--- config.mk ---
export PLATFORM = sky130hd
export DESIGN_NAME = trailing_space_suppressor
export DESIGN_NICKNAME = d
export VERILOG_FILES = /design/src/hdl/tss_pkg.sv /design/src/hdl/tss_ctrl.sv /design/src/hdl/tss_datapath.sv /design/src/hdl/trailing_space_suppressor.sv
export SDC_FILE = /design/constraint.sdc
export NUM_CORES = 1
export LEC_CHECK = 0
export BUFFER_PORTS_ARGS = -buffer_cell sky130_fd_sc_hd__buf_2
export CELL_PAD_IN_SITES_DETAIL_PLACEMENT = 0
export CELL_PAD_IN_SITES_GLOBAL_PLACEMENT = 1
export CORE_MARGIN = 2
export CORE_UTILIZATION = 48
export CTS_CLUSTER_DIAMETER = 120
export DETAILED_ROUTE_END_ITERATION = 10
export GPL_TIMING_DRIVEN = 0
export PLACE_DENSITY_LB_ADDON = 0.1
export SYNTH_ARGS = -nofsm -noshare
export SYNTH_HDL_FRONTEND = slang
export SYNTH_SLANG_ARGS = --single-unit
--- constraint.sdc ---
create_clock -name clk -period 5 [get_ports clk]
set_input_delay 1.5 -clock clk [delete_from_list [all_inputs] [get_ports clk]]
set_output_delay 1.5 -clock clk [all_outputs]
set_load 0.1 [all_outputs]
--- src/hdl/tss_pkg.sv ---
package tss_pkg;

  localparam int COL_W  = 6;
  localparam int STOP_W = 7;
  localparam int TAB_W  = 6;

  localparam logic [7:0] CH_SPACE = 8'h20;
  localparam logic [7:0] CH_TILDE = 8'h7E;
  localparam logic [7:0] CH_LF    = 8'h0A;
  localparam logic [7:0] CH_CR    = 8'h0D;
  localparam logic [7:0] CH_TAB   = 8'h09;
  localparam logic [7:0] CH_BELL  = 8'h07;

  localparam logic [TAB_W-1:0] TAB_RESET = 6'd8;

  typedef enum logic [1:0] {
    ST_IDLE,
    ST_SPACE,
    ST_CHAR,
    ST_RECALC
  } state_t;

  typedef struct packed {
    logic take_in;
    logic take_cfg;
    logic space_step;
    logic char_done;
    logic recalc_step;
    logic show_space;
  } dp_cmd_t;

  typedef struct packed {
    logic in_print;
    logic in_pass;
    logic owed;
    logic space_last;
    logic recalc_done;
  } dp_status_t;

  function automatic logic [TAB_W-1:0] eff_tab(input logic [TAB_W-1:0] w);
    logic [TAB_W-1:0] r;
    r = w;
    if (w == '0) begin
      r = 6'd1;
    end else if (w > 6'd32) begin
      r = 6'd32;
    end
    return r;
  endfunction

  function automatic logic is_print(input logic [7:0] c);
    return (c > CH_SPACE) && (c <= CH_TILDE);
  endfunction

endpackage

--- src/hdl/tss_ctrl.sv ---
module tss_ctrl import tss_pkg::*; (
  input  logic       clk,
  input  logic       rst_n,
  input  logic       in_valid,
  output logic       in_ready,
  input  logic       cfg_valid,
  output logic       cfg_ready,
  output logic       out_valid,
  input  logic       out_ready,
  input  dp_status_t status,
  output dp_cmd_t    cmd
);

  state_t state_r;
  state_t state_nxt;

  always_ff @(posedge clk) begin
    if (!rst_n) begin
      state_r <= ST_IDLE;
    end else begin
      state_r <= state_nxt;
    end
  end

  always_comb begin
    state_nxt = state_r;
    unique case (state_r)
      ST_IDLE: begin
        if (cfg_valid) begin
          state_nxt = ST_RECALC;
        end else if (in_valid) begin
          if (status.in_print && status.owed) begin
            state_nxt = ST_SPACE;
          end else if (status.in_print || status.in_pass) begin
            state_nxt = ST_CHAR;
          end
        end
      end
      ST_SPACE: begin
        if (out_ready && status.space_last) begin
          state_nxt = ST_CHAR;
        end
      end
      ST_CHAR: begin
        if (out_ready) begin
          state_nxt = ST_IDLE;
        end
      end
      ST_RECALC: begin
        if (status.recalc_done) begin
          state_nxt = ST_IDLE;
        end
      end
      default: state_nxt = ST_IDLE;
    endcase
  end

  always_comb begin
    cmd       = '0;
    in_ready  = 1'b0;
    cfg_ready = 1'b0;
    out_valid = 1'b0;
    unique case (state_r)
      ST_IDLE: begin
        cfg_ready    = 1'b1;
        in_ready     = !cfg_valid;
        cmd.take_cfg = cfg_valid;
        cmd.take_in  = in_valid && !cfg_valid;
      end
      ST_SPACE: begin
        out_valid      = 1'b1;
        cmd.show_space = 1'b1;
        cmd.space_step = out_ready;
      end
      ST_CHAR: begin
        out_valid     = 1'b1;
        cmd.char_done = out_ready;
      end
      ST_RECALC: begin
        cmd.recalc_step = !status.recalc_done;
      end
      default: begin
        cmd = '0;
      end
    endcase
  end

endmodule

--- src/hdl/tss_datapath.sv ---
module tss_datapath import tss_pkg::*; #(
  parameter int MAX_COLUMN = 63
) (
  input  logic             clk,
  input  logic             rst_n,
  input  logic [7:0]       in_char_in,
  input  logic [TAB_W-1:0] cfg_data,
  input  dp_cmd_t          cmd,
  output dp_status_t       status,
  output logic [7:0]       out_char_out,
  output logic             out_last_of_run
);

  localparam logic [COL_W-1:0]  MAX_C = COL_W'(MAX_COLUMN);
  localparam logic [STOP_W-1:0] MAX_S = STOP_W'(MAX_COLUMN);

  logic [TAB_W-1:0]  tab_r;
  logic [COL_W-1:0]  column_r;
  logic [COL_W-1:0]  lpc_r;
  logic [COL_W-1:0]  p_r;
  logic [STOP_W-1:0] stop_r;
  logic [7:0]        char_r;

  logic [TAB_W-1:0]  w;
  logic [STOP_W-1:0] stop_adv;
  logic [STOP_W-1:0] col_inc;
  logic [COL_W-1:0]  col_step;
  logic              at_max;

  assign w        = eff_tab(tab_r);
  assign stop_adv = stop_r + {1'b0, w};
  assign col_inc  = {1'b0, column_r} + 7'd1;
  assign at_max   = (column_r >= MAX_C);
  assign col_step = at_max ? MAX_C : col_inc[COL_W-1:0];

  assign status.in_print    = is_print(in_char_in);
  assign status.in_pass     = (in_char_in == CH_LF) || (in_char_in == CH_CR) ||
                              (in_char_in == CH_BELL);
  assign status.owed        = (lpc_r < column_r);
  assign status.space_last  = ({1'b0, p_r} + 7'd1) == {1'b0, column_r};
  assign status.recalc_done = (stop_r > {1'b0, column_r});

  assign out_char_out    = cmd.show_space ? CH_SPACE : char_r;
  assign out_last_of_run = !cmd.show_space;

  always_ff @(posedge clk) begin
    if (!rst_n) begin
      tab_r    <= TAB_RESET;
      column_r <= '0;
      lpc_r    <= '0;
      stop_r   <= {1'b0, eff_tab(TAB_RESET)};
    end else begin
      if (cmd.take_cfg) begin
        tab_r  <= cfg_data;
        stop_r <= '0;
      end
      if (cmd.recalc_step) begin
        stop_r <= stop_adv;
      end
      if (cmd.take_in) begin
        if (in_char_in == CH_SPACE) begin
          column_r <= col_step;
          if (!at_max && col_inc == stop_r) begin
            stop_r <= stop_adv;
          end
        end else if (in_char_in == CH_TAB) begin
          if (stop_r <= MAX_S) begin
            column_r <= stop_r[COL_W-1:0];
            stop_r   <= stop_adv;
          end else begin
            column_r <= MAX_C;
          end
        end
      end
      if (cmd.char_done) begin
        if (is_print(char_r)) begin
          column_r <= col_step;
          lpc_r    <= col_step;
          if (!at_max && col_inc == stop_r) begin
            stop_r <= stop_adv;
          end
        end else if (char_r == CH_LF || char_r == CH_CR) begin
          column_r <= '0;
          lpc_r    <= '0;
          stop_r   <= {1'b0, w};
        end
      end
    end
  end

  always_ff @(posedge clk) begin
    if (cmd.take_in) begin
      char_r <= in_char_in;
      p_r    <= lpc_r;
    end else if (cmd.space_step) begin
      p_r <= p_r + 6'd1;
    end
  end

endmodule

--- src/hdl/trailing_space_suppressor.sv ---
// Trailing-space suppressor: one character per input transaction. Spaces and
// tabs only move the column; owed whitespace goes out as spaces just before the
// next printing character, so line-end whitespace is never sent. CR, LF and
// bell pass through; other bytes are dropped. A printing character goes out as
// the owed spaces and then the character; CR, LF and bell go out alone; space,
// tab and dropped bytes produce no output. Each result is held until out_ready.
// The next tab stop is kept in a register; after a tab_width write a recompute
// pass, which steps the stop up by the tab width until it passes the column,
// runs before input is accepted again.
module trailing_space_suppressor import tss_pkg::*; #(
  parameter int MAX_COLUMN = 63
) (
  input  logic       clk,
  input  logic       rst_n,
  input  logic       in_valid,
  output logic       in_ready,
  input  logic [7:0] in_char_in,
  input  logic       cfg_valid,
  output logic       cfg_ready,
  input  logic [5:0] cfg_tab_width,
  output logic       out_valid,
  input  logic       out_ready,
  output logic [7:0] out_char_out,
  output logic       out_last_of_run
);

  dp_cmd_t    cmd;
  dp_status_t status;

  tss_ctrl u_ctrl (
    .clk       (clk),
    .rst_n     (rst_n),
    .in_valid  (in_valid),
    .in_ready  (in_ready),
    .cfg_valid (cfg_valid),
    .cfg_ready (cfg_ready),
    .out_valid (out_valid),
    .out_ready (out_ready),
    .status    (status),
    .cmd       (cmd)
  );

  tss_datapath #(
    .MAX_COLUMN (MAX_COLUMN)
  ) u_datapath (
    .clk             (clk),
    .rst_n           (rst_n),
    .in_char_in      (in_char_in),
    .cfg_data        (cfg_tab_width),
    .cmd             (cmd),
    .status          (status),
    .out_char_out    (out_char_out),
    .out_last_of_run (out_last_of_run)
  );

  a_last_not_space: assert property (@(posedge clk) disable iff (!rst_n)
    out_valid && out_last_of_run |-> out_char_out != CH_SPACE)
    else $error("final result of a transaction is a space");

  a_fill_is_space: assert property (@(posedge clk) disable iff (!rst_n)
    out_valid && !out_last_of_run |-> out_char_out == CH_SPACE)
    else $error("non-final result is not a space");

  a_one_at_a_time: assert property (@(posedge clk) disable iff (!rst_n)
    in_ready |-> !out_valid)
    else $error("input taken while results are pending");

  a_cfg_blocks_in: assert property (@(posedge clk) disable iff (!rst_n)
    cfg_valid && cfg_ready |=> !in_ready)
    else $error("input taken right after a tab width write");

endmodule

==> impl_metrics.ini, run 1 <==
[setup_path]
reg2reg_slack_ns = 2.29
rr_worst_depth = 12
r2r_end = u_datapath.stop_r[3]
required_ns = 3.50
crit_type = input pin to output port
cp-endpoint = in_ready
cp.arrival_ns = 2.23
start_kind = input pin
critPathLaunch = cfg_valid
cp-end-kind = output port
reg2reg_from = u_ctrl.state_r[0]
crit_fanout = 5

[synthesis]
yosys_warnings = 0
postSynthAreaPerCell_um2 = 8.417
yosys.area.top_type = dfxtp_1
synth.top_cell.area_share_pct = 17.69
synth_enable_flop_cells = 14
synth_cell_types = 65
synth_area_um2 = 3055
synth_seq_area_share_pct = 31.45
ys_seq_elements = 41
ys_dominant_reg_cell = dfxtp_1
synth-async-reset-ratio_pct = 0
synth_area_leaders = dfxtp_1 (18%), edfxtp_1 (14%), ha_1 (9.8%)
syn_nets = 407
syn_inst = 363

[placed_design]
gp_congestion = 0.8586
place_area_um2 = 3302
portBuffers = 30
hpwl_um = 6109
place_inst = 470

[clock_network]
ctsResizeCount = 0
cts.path.max_buffers = 2
clock_latency_ns = 0.30
postCtsSetupBuffers = 0
cts_tree = built
clkTransAtPathRegs_ns = 0.07
clock-root-buffer = clkbuf_8
cts_sinks = 41
cts-hold-fix-buffers = 0
htree_levels = 2
cts_buffers = 5

[sta]
period_share_pct = 74.65
worstMarginPinSlew_ns = 0.5527
fin_setup_tns_ns = 0
setup_viol = 0
post-route-min-period_ns = 3.732
slew_viol_final = 0
rsz0062_at_grt = false
final_hold_viol_count = 0
relSlewSlack_pct = 63.16
finalClockSkew_ns = 0.01067
fmax_ghz = 0.2679

[pwr]
switchingPower_w = 0.0006374
swShare_pct = 47.91
leakagePower_nw = 1.368
ir_drop_mv = 0.3008
share_comb_of_total_power_pct = 50.3
internal_power_w = 0.0006932
p_clk_share_pct = 16.3
powerDensity_nw_per_um2 = 393.2
p_seq_share_pct = 33.4

[floorplanning]
die_x_um = 83.79
die-area_um2 = 7020
std_cell_rows = 29
die_h_um = 83.79
core_um2 = 6241
start_util_pct = 48.96
io_pins = 31

[final_layout]
n_antenna_cell = 0
area_growth_syn_to_layout_pct = 10.77
nNetsFinal = 444
fill_cells = 624
fin_util_pct = 54.23
drive_gt1_share_pct = 14.21
final_cell_area_um2 = 3385
final_common_cell = nand2_1
layout_common_cells = nand2_1 (45), a21oi_1 (40), nor2_1 (35)
instances_no_fill = 478

[detailed_routing]
first_pass_iters = 4
wl_per_cell_um = 16.20
routed_wl_um = 7742
dr.first_iter.drc_count = 208
via_per_inst = 5.669
remaining_drc_errors = 0
num_vias = 2710
drtAntennaViolNets = 0

[grt]
grt_start_max_net_pins = 16
antenna_found_initial = 0
grt_pass1_wl_um = 13100
grt_overflow_total = 0
grt_pass1_vias = 2716
grt_use_total_pct = 23.67

[status]
status = finished clean

[job]
maxCapViolCount = 0

[hold_path]
hold_path.class = register to register
==> through the flow <==
step	total power [W]	hold WS, ns	setup WS, ns
after floorplan	0.0009995	0.4367	1.038
after global placement	0.001111	0.4548	1.268
after detailed placement	0.001122	0.4593	1.261
after CTS	0.001339	0.4703	1.260
after global routing	0.001417	0.4836	1.241
final	0.001331	0.4701	1.268
==> metal layers <==
metal	global-route usage (%)	vias to the layer above	wire length (µm)
met5	0	-	0
met4	9.531	0	173
met3	4.055	15	286
met2	40.00	61	3761
met1	29.98	1248	3520
li1	-	1386	-
==> synth_stat cells (2+ instances only) <==
| master | n |
|---|---|
| and3_2 | 2 |
| nand2b_1 | 4 |
| nor2_1 | 35 |
| o31ai_1 | 2 |
| and3_1 | 2 |
| clkbuf_1 | 6 |
| nand3_1 | 14 |
| a221oi_1 | 2 |
| buf_2 | 2 |
| o211ai_1 | 3 |
| edfxtp_1 | 14 |
| nor2b_1 | 11 |
| a21oi_1 | 40 |
| dfxtp_1 | 27 |
| and2b_2 | 2 |
| a211oi_1 | 4 |
| nand3b_1 | 3 |
| a22oi_1 | 6 |
| ha_1 | 24 |
| a31oi_1 | 5 |
| xnor2_1 | 11 |
| mux2i_1 | 3 |
| nand2_1 | 45 |
| and2_1 | 3 |
| and3_4 | 2 |
| o21ai_1 | 6 |
| o22a_1 | 2 |
| nand4_1 | 3 |
| inv_1 | 13 |
| xor2_1 | 9 |
| o22ai_1 | 7 |
| o21ai_0 | 6 |
| nor3_1 | 5 |
| o21a_1 | 4 |
| a21o_1 | 5 |
| buf_6 | 2 |
==> state kept, by name (all words and copies together) (netlist names) <==
name                 count
u_datapath.char_r        8
u_datapath.tab_r         6
u_datapath.lpc_r         6
u_datapath.column_r      6
u_ctrl.state_r           2
u_datapath.p_r           6
u_datapath.stop_r        7
==> how the worst min path moves through the flow <==
stage                        start                   to  cells past startpoint
3_3_place_gp   u_datapath.tab_r[0]  u_datapath.tab_r[0]                      2
2_1_floorplan  u_datapath.tab_r[0]  u_datapath.tab_r[0]                      2
6_report       u_datapath.tab_r[0]  u_datapath.tab_r[0]                      2
3_5_place_dp   u_datapath.tab_r[0]  u_datapath.tab_r[0]                      2
4_1_cts        u_datapath.tab_r[0]  u_datapath.tab_r[0]                      2
5_1_grt        u_datapath.tab_r[0]  u_datapath.tab_r[0]                      2
==> cell families (layout without fill, tap and decap cells) <==
family,Yosys count,after routing,synth area share [%]
simple gates,146,146,24.86
buf+inv,26,64,3.890
xor+xnor,22,22,7.248
compound gates,100,100,21.09
flops,41,41,31.45
mux,3,3,0.9828
fa+ha+maj,25,25,10.48
==> critical path, stage by stage <==
cell and delay (ns):
buf_2 0.13, nor2b_2 0.16, buf_2 0.45
==> power groups by stage <==
stage | clock network [W] | logic (W) | registers, W
finish | 0.000216 | 0.000669 | 0.000445
global placement | 0 | 0.000660 | 0.000451
floorplan | 0 | 0.000561 | 0.000438
CTS | 0.000223 | 0.000671 | 0.000445
detailed placement | 0 | 0.000669 | 0.000453
global route | 0.000239 | 0.000726 | 0.000452
==> final cells by class <==
type / instances / area, µm² / share of cell area, %
Buffer: 11 / 62.56 / 1.848
Clock buffer: 6 / 72.57 / 2.144
Clock inverter: 2 / 10.01 / 0.2957
Inverter: 15 / 56.30 / 1.664
Multi-Input combinational cell: 296 / 1976 / 58.37
Sequential cell: 41 / 960.9 / 28.39
Tap cell: 77 / 96.34 / 2.847
Timing Repair Buffer: 30 / 150.1 / 4.436
(Power assumes the default switching activity.)
==> run 2, diff against run 1 <==
Settings changed: CORE_UTILIZATION 48 to 41.
Clock period 5 ns to 3.1 ns, I/O delays scaled along.
==> impl_metrics.ini, run 2 (same netlist as run 1, synthesis figures left out) <==
[final_layout]
layout_common_cells = nand2_1 (45), a21oi_1 (40), nor2_1 (35)
final_common_cell = nand2_1
top_regs = u_datapath.char_r x8, u_datapath.stop_r x7
fin_util_pct = 47.28
largest_reg_flops = 8
n_antenna_cell = 0
area_growth_syn_to_layout_pct = 12.24
drive_gt1_share_pct = 14.46
largest_register = u_datapath.char_r
fill_cells = 751
nNetsFinal = 444

[sta]
post-route-min-period_ns = 2.827
finalClockSkew_ns = 0.01063
whs_ns = 0.4769
setup_viol = 0
fin_setup_tns_ns = 0
relSlewSlack_pct = 63.45
fmax_ghz = 0.3537
period_share_pct = 91.19
rsz0062_at_grt = false
slew_viol_final = 0
worstMarginPinSlew_ns = 0.5465
final_hold_viol_count = 0

[floorplanning]
std_cell_rows = 31
die-area_um2 = 8159
start_util_pct = 42.13
die_x_um = 90.33
io_pins = 31
die_h_um = 90.33
core_um2 = 7253

[detailed_routing]
drtAntennaViolNets = 0
num_vias = 2709
wl_per_cell_um = 16.37
dr.first_iter.drc_count = 196
via_per_inst = 5.418
remaining_drc_errors = 0
first_pass_iters = 6
routed_wl_um = 8187

[hold_path]
hold_path_end = u_datapath.tab_r[0]
hp-start = u_datapath.tab_r[0]
hold_path.class = register to register
min_path_cells = 2

[setup_path]
r2r_end = u_datapath.stop_r[2]
required_ns = 2.17
rr_worst_depth = 8
reg2reg_from = u_datapath.column_r[0]
cp.arrival_ns = 1.90
crit_fanout = 10
start_kind = register
crit_type = register to output port
reg2reg_slack_ns = 0.43
cp-end-kind = output port

[clock_network]
cts_buffers = 5
clock-root-buffer = clkbuf_8
cts_tree = built
htree_levels = 2
postCtsSetupBuffers = 0
cts.path.max_buffers = 2
clock_latency_ns = 0.30
cts-hold-fix-buffers = 0
cts_sinks = 41
clkTransAtPathRegs_ns = 0.08

[grt]
grt_start_max_net_pins = 16
grt_pass1_vias = 2651
grt_use_total_pct = 21.27
antenna_found_initial = 0
grt_overflow_total = 0
grt_pass1_wl_um = 13790

[pwr]
leakagePower_nw = 1.375
powerDensity_nw_per_um2 = 632.7
ir_drop_mv = 0.2550

[placed_design]
gp_congestion = 0.8169
hpwl_um = 6312
portBuffers = 30

[job]
maxCapViolCount = 0

[status]
status = finished clean
-- run 2: cell types whose count changed in the layout (fill, tap and decap cells not counted) --
cell / previous run / this run
ha_1: 24 / 23
ha_4: 0 / 1
clkbuf_2: 0 / 1
nor2b_2: 1 / 0
clkinv_2: 2 / 1
nor2b_4: 0 / 1
-- run 2: critical path, stage by stage, from the launching register on --
cell      delay [ns]
dfxtp_1         0.39
inv_1           0.12
ha_1            0.25
clkbuf_2        0.22
or2_2           0.32
buf_2           0.29
-- run 2: where the power goes --
group	switching [W]	internal, W
combinational	0.000770	0.000327
clock	0.000192	0.000158
sequential	0.0000780	0.000645
-- run 2: cell type report --
type | count | area, µm² | area share (%)
well taps | 99 | 123.9 | 3.612
repair buffers | 30 | 150.1 | 4.378
clock buffers | 7 | 76.32 | 2.225
flip-flops and latches | 41 | 960.9 | 28.02
inverters | 15 | 56.30 | 1.642
clock inverters | 1 | 5.005 | 0.1459
plain buffers | 11 | 63.81 | 1.861
multi-input cells | 296 | 1993 | 58.12
-- run 2: metrics by stage --
| step | instance area (µm²) | power (W) | setup slack (ns) | std cells |
|---|---|---|---|---|
| floorplan | 3073 | 0.001635 | -0.01865 | 363 |
| global placement | 3347 | 0.001825 | 0.1374 | 492 |
| detailed placement | 3347 | 0.001835 | 0.1338 | 492 |
| CTS | 3428 | 0.002187 | 0.1093 | 500 |
| global route | 3430 | 0.002323 | 0.1705 | 500 |
| finish | 3430 | 0.002170 | 0.2730 | 500 |
-- run 2: what timing repair did --
action                                  CTS  global route
endpoints found under the hold margin     0             0
resized for setup                         0             2
endpoints found under the setup margin    0             1
-- run 2: worst max path at each step --
stage | slack, ns | start | cells after the start | to
after floorplan | -0.02 | u_ctrl.state_r[1] | 4 | out_char_out[0]
after global placement | 0.14 | cfg_valid | 11 | u_datapath.stop_r[3]
after detailed placement | 0.13 | cfg_valid | 11 | u_datapath.stop_r[3]
after CTS | 0.11 | u_ctrl.state_r[1] | 5 | out_char_out[5]
after global routing | 0.17 | u_ctrl.state_r[1] | 5 | out_char_out[5]
final | 0.27 | u_ctrl.state_r[1] | 5 | out_char_out[5]
-- run 2: routing by layer --
metal  part of all wire, %  routed length [µm]  GRT usage (%)
met5                     0                   0              0
met1                    48                3912          28.03
met4                   1.4                 112          6.667
met2                    48                3944          35.78
met3                   2.7                 218          3.422
==> run 3, diff against run 2 <==
Settings changed: ABC_AREA set to 1, BUFFER_PORTS_ARGS -buffer_cell sky130_fd_sc_hd__buf_2 to unset, CORE_UTILIZATION 41 to 42, DONT_BUFFER_PORTS set to 1.
==> impl_metrics.ini, run 3 <==
[status]
status = finished clean

[setup_path]
critPathLaunch = u_ctrl.state_r[1]
cp-end-kind = output port
cp_slowest_stage_delay_ns = 0.53
cp-endpoint = out_char_out[5]
cp.arrival_ns = 2.04
start_kind = register
cp_cell_sequence = inv_1, ha_4, clkinvlp_4, nand2_8
rr_worst_depth = 10
reg2reg_from = u_ctrl.state_r[1]
crit_fanout = 9
crit_type = register to output port
reg2reg_slack_ns = 0.27
slowest_stage = clkinvlp_4
r2r_end = u_datapath.stop_r[1]
required_ns = 2.17

[grt]
grt_use_total_pct = 21.57
grt_start_max_net_pins = 18
grt_pass1_wl_um = 14590
grt_pass1_vias = 2944
grt_overflow_total = 0
antenna_found_initial = 0

[clock_network]
cts_sinks = 41
clock-root-buffer = clkbuf_8
clkTransAtPathRegs_ns = 0.08
cts.path.max_buffers = 2
cts_buffers = 5
clock_latency_ns = 0.30
cts_tree = built
htree_levels = 2

[pwr]
finalPower_w = 0.002568
powerDensity_nw_per_um2 = 724.5
leakagePower_nw = 1.557
ir_drop_mv = 0.3076

[synthesis]
synth_area_leaders = dfxtp_1 (17%), nand2_1 (14%), edfxtp_1 (13%)
synth_common_cells = nand2_1 (117), inv_1 (62), a21oi_1 (38), nor2_1 (38), nand3_1 (33)
ys_dominant_reg_cell = dfxtp_1
synth.most_common_cell = nand2_1
synth-async-reset-ratio_pct = 0
syn_inst = 472
synth_enable_flop_cells = 14
ys_seq_elements = 41
synth_area_um2 = 3246
synth_cell_types = 41
yosys_warnings = 0
yosys.area.top_type = dfxtp_1
postSynthAreaPerCell_um2 = 6.876
synth.top_cell.area_share_pct = 16.65
syn_nets = 516
synth_seq_area_share_pct = 29.61

[hold_path]
min_path_cells = 2
hold_path.class = register to register

[sta]
rsz0062_at_grt = false
worstMarginPinSlew_ns = 1.060
relSlewSlack_pct = 29.26
post-route-min-period_ns = 2.971
fmax_ghz = 0.3366
finalClockSkew_ns = 0.01153
slew_viol_final = 0
whs_ns = 0.4839
final_hold_viol_count = 0
setup_viol = 0
period_share_pct = 95.83

[final_layout]
largest_reg_flops = 8
final_cell_area_um2 = 3545
final_common_cell = nand2_1
drive_gt1_share_pct = 10.86
top_regs = u_datapath.char_r x8, u_datapath.stop_r x7
layout_common_cells = nand2_1 (116), inv_1 (60), a21oi_1 (38)
instances_no_fill = 581
largest_register = u_datapath.char_r
area_growth_syn_to_layout_pct = 9.214
fin_util_pct = 46.60
nNetsFinal = 522
fill_cells = 798
n_antenna_cell = 0

[floorplanning]
die-area_um2 = 8447
std_cell_rows = 32
die_x_um = 91.91
die_h_um = 91.91
io_pins = 31
core_um2 = 7607
start_util_pct = 42.66

[detailed_routing]
routed_wl_um = 8608
wl_per_cell_um = 14.82
first_pass_iters = 5
via_per_inst = 5.253
num_vias = 3052
remaining_drc_errors = 0
dr.first_iter.drc_count = 182
drtAntennaViolNets = 0

[job]
maxCapViolCount = 0

[placed_design]
hpwl_um = 6869
place_area_um2 = 3396
portBuffers = 0
place_inst = 574
gp_congestion = 0.8695
run 3: changes by cell type after synthesis, moves of 6 or more:
cell / before / now
nor2b_1: 11 / 0
nand4_1: 3 / 12
nand2_1: 45 / 117
o21ai_1: 6 / 0
o21ai_0: 6 / 30
nand3_1: 14 / 33
xnor2_1: 11 / 2
a22oi_1: 6 / 0
inv_1: 13 / 62
run 3: what timing repair did:
item | in CTS | in global routing
buffers inserted | 0 | 0
hold buffers | 0 | 0
endpoints found under the setup margin | 21 | 11
pin swaps | 0 | 1
resized for setup | 6 | 2
run 3: worst min path at each step:
stage | slack (ns) | to | from
5_1_grt | 0.51 | u_datapath.lpc_r[3] | u_datapath.lpc_r[3]
3_3_place_gp | 0.47 | u_datapath.tab_r[0] | u_datapath.tab_r[0]
4_1_cts | 0.49 | u_datapath.tab_r[0] | u_datapath.tab_r[0]
2_1_floorplan | 0.44 | u_datapath.tab_r[0] | u_datapath.tab_r[0]
6_report | 0.48 | u_datapath.tab_r[0] | u_datapath.tab_r[0]
3_5_place_dp | 0.47 | u_datapath.tab_r[0] | u_datapath.tab_r[0]
run 3: where the power goes:
part           switching, W  total [W]  internal [W]
logic               0.00105    0.00138      0.000325
registers         0.0000862   0.000753      0.000667
clock network      0.000198   0.000437      0.000239
total               0.00134    0.00257       0.00123
run 3: layout make-up:
type / count / area, µm² / share of cell area [%]
Clock buffer: 6 / 72.57 / 2.047
Buffer: 10 / 48.80 / 1.377
Clock inverter: 2 / 35.03 / 0.9884
Multi-Input combinational cell: 354 / 2044 / 57.68
Tap cell: 102 / 127.6 / 3.600
Inverter: 66 / 255.2 / 7.201
Sequential cell: 41 / 960.9 / 27.11
run 3: cell families after synthesis:
| family | count (synthesis) | synth area share (%) |
|---|---|---|
| xor gates and xnor gates | 11 | 2.969 |
| adders and majority gates | 25 | 9.869 |
| DFF | 41 | 29.61 |
| AOI/OAI and AO/OA | 91 | 16.19 |
| and+or+nand+nor | 227 | 32.15 |
| buffers and inverters | 77 | 9.214 |
run 3: per-layer routing:
layer	up-vias	track usage, %	wire (µm)
met5	-	0	0
met4	0	5.970	90
met3	7	4.191	489
met2	77	35.11	3930
met1	1388	29.21	4097
li1	1580	-	-
run 3: critical path, delay by kind of cell, from the launching register on:
family	cells	cell delay (ns)
DFF	1	0.35
adders and majority gates	1	0.27
buffers and inverters	2	0.71
and+or+nand+nor	1	0.41
run 3: per-stage QoR:
| step | setup TNS (ns) | setup slack [ns] |
|---|---|---|
| after floorplan | 0 | 0.1019 |
| after global placement | -5.275 | -0.3505 |
| after detailed placement | -5.720 | -0.4052 |
| after CTS | 0 | 0.02706 |
| after global routing | 0 | 0.04147 |
| final | 0 | 0.1294 |
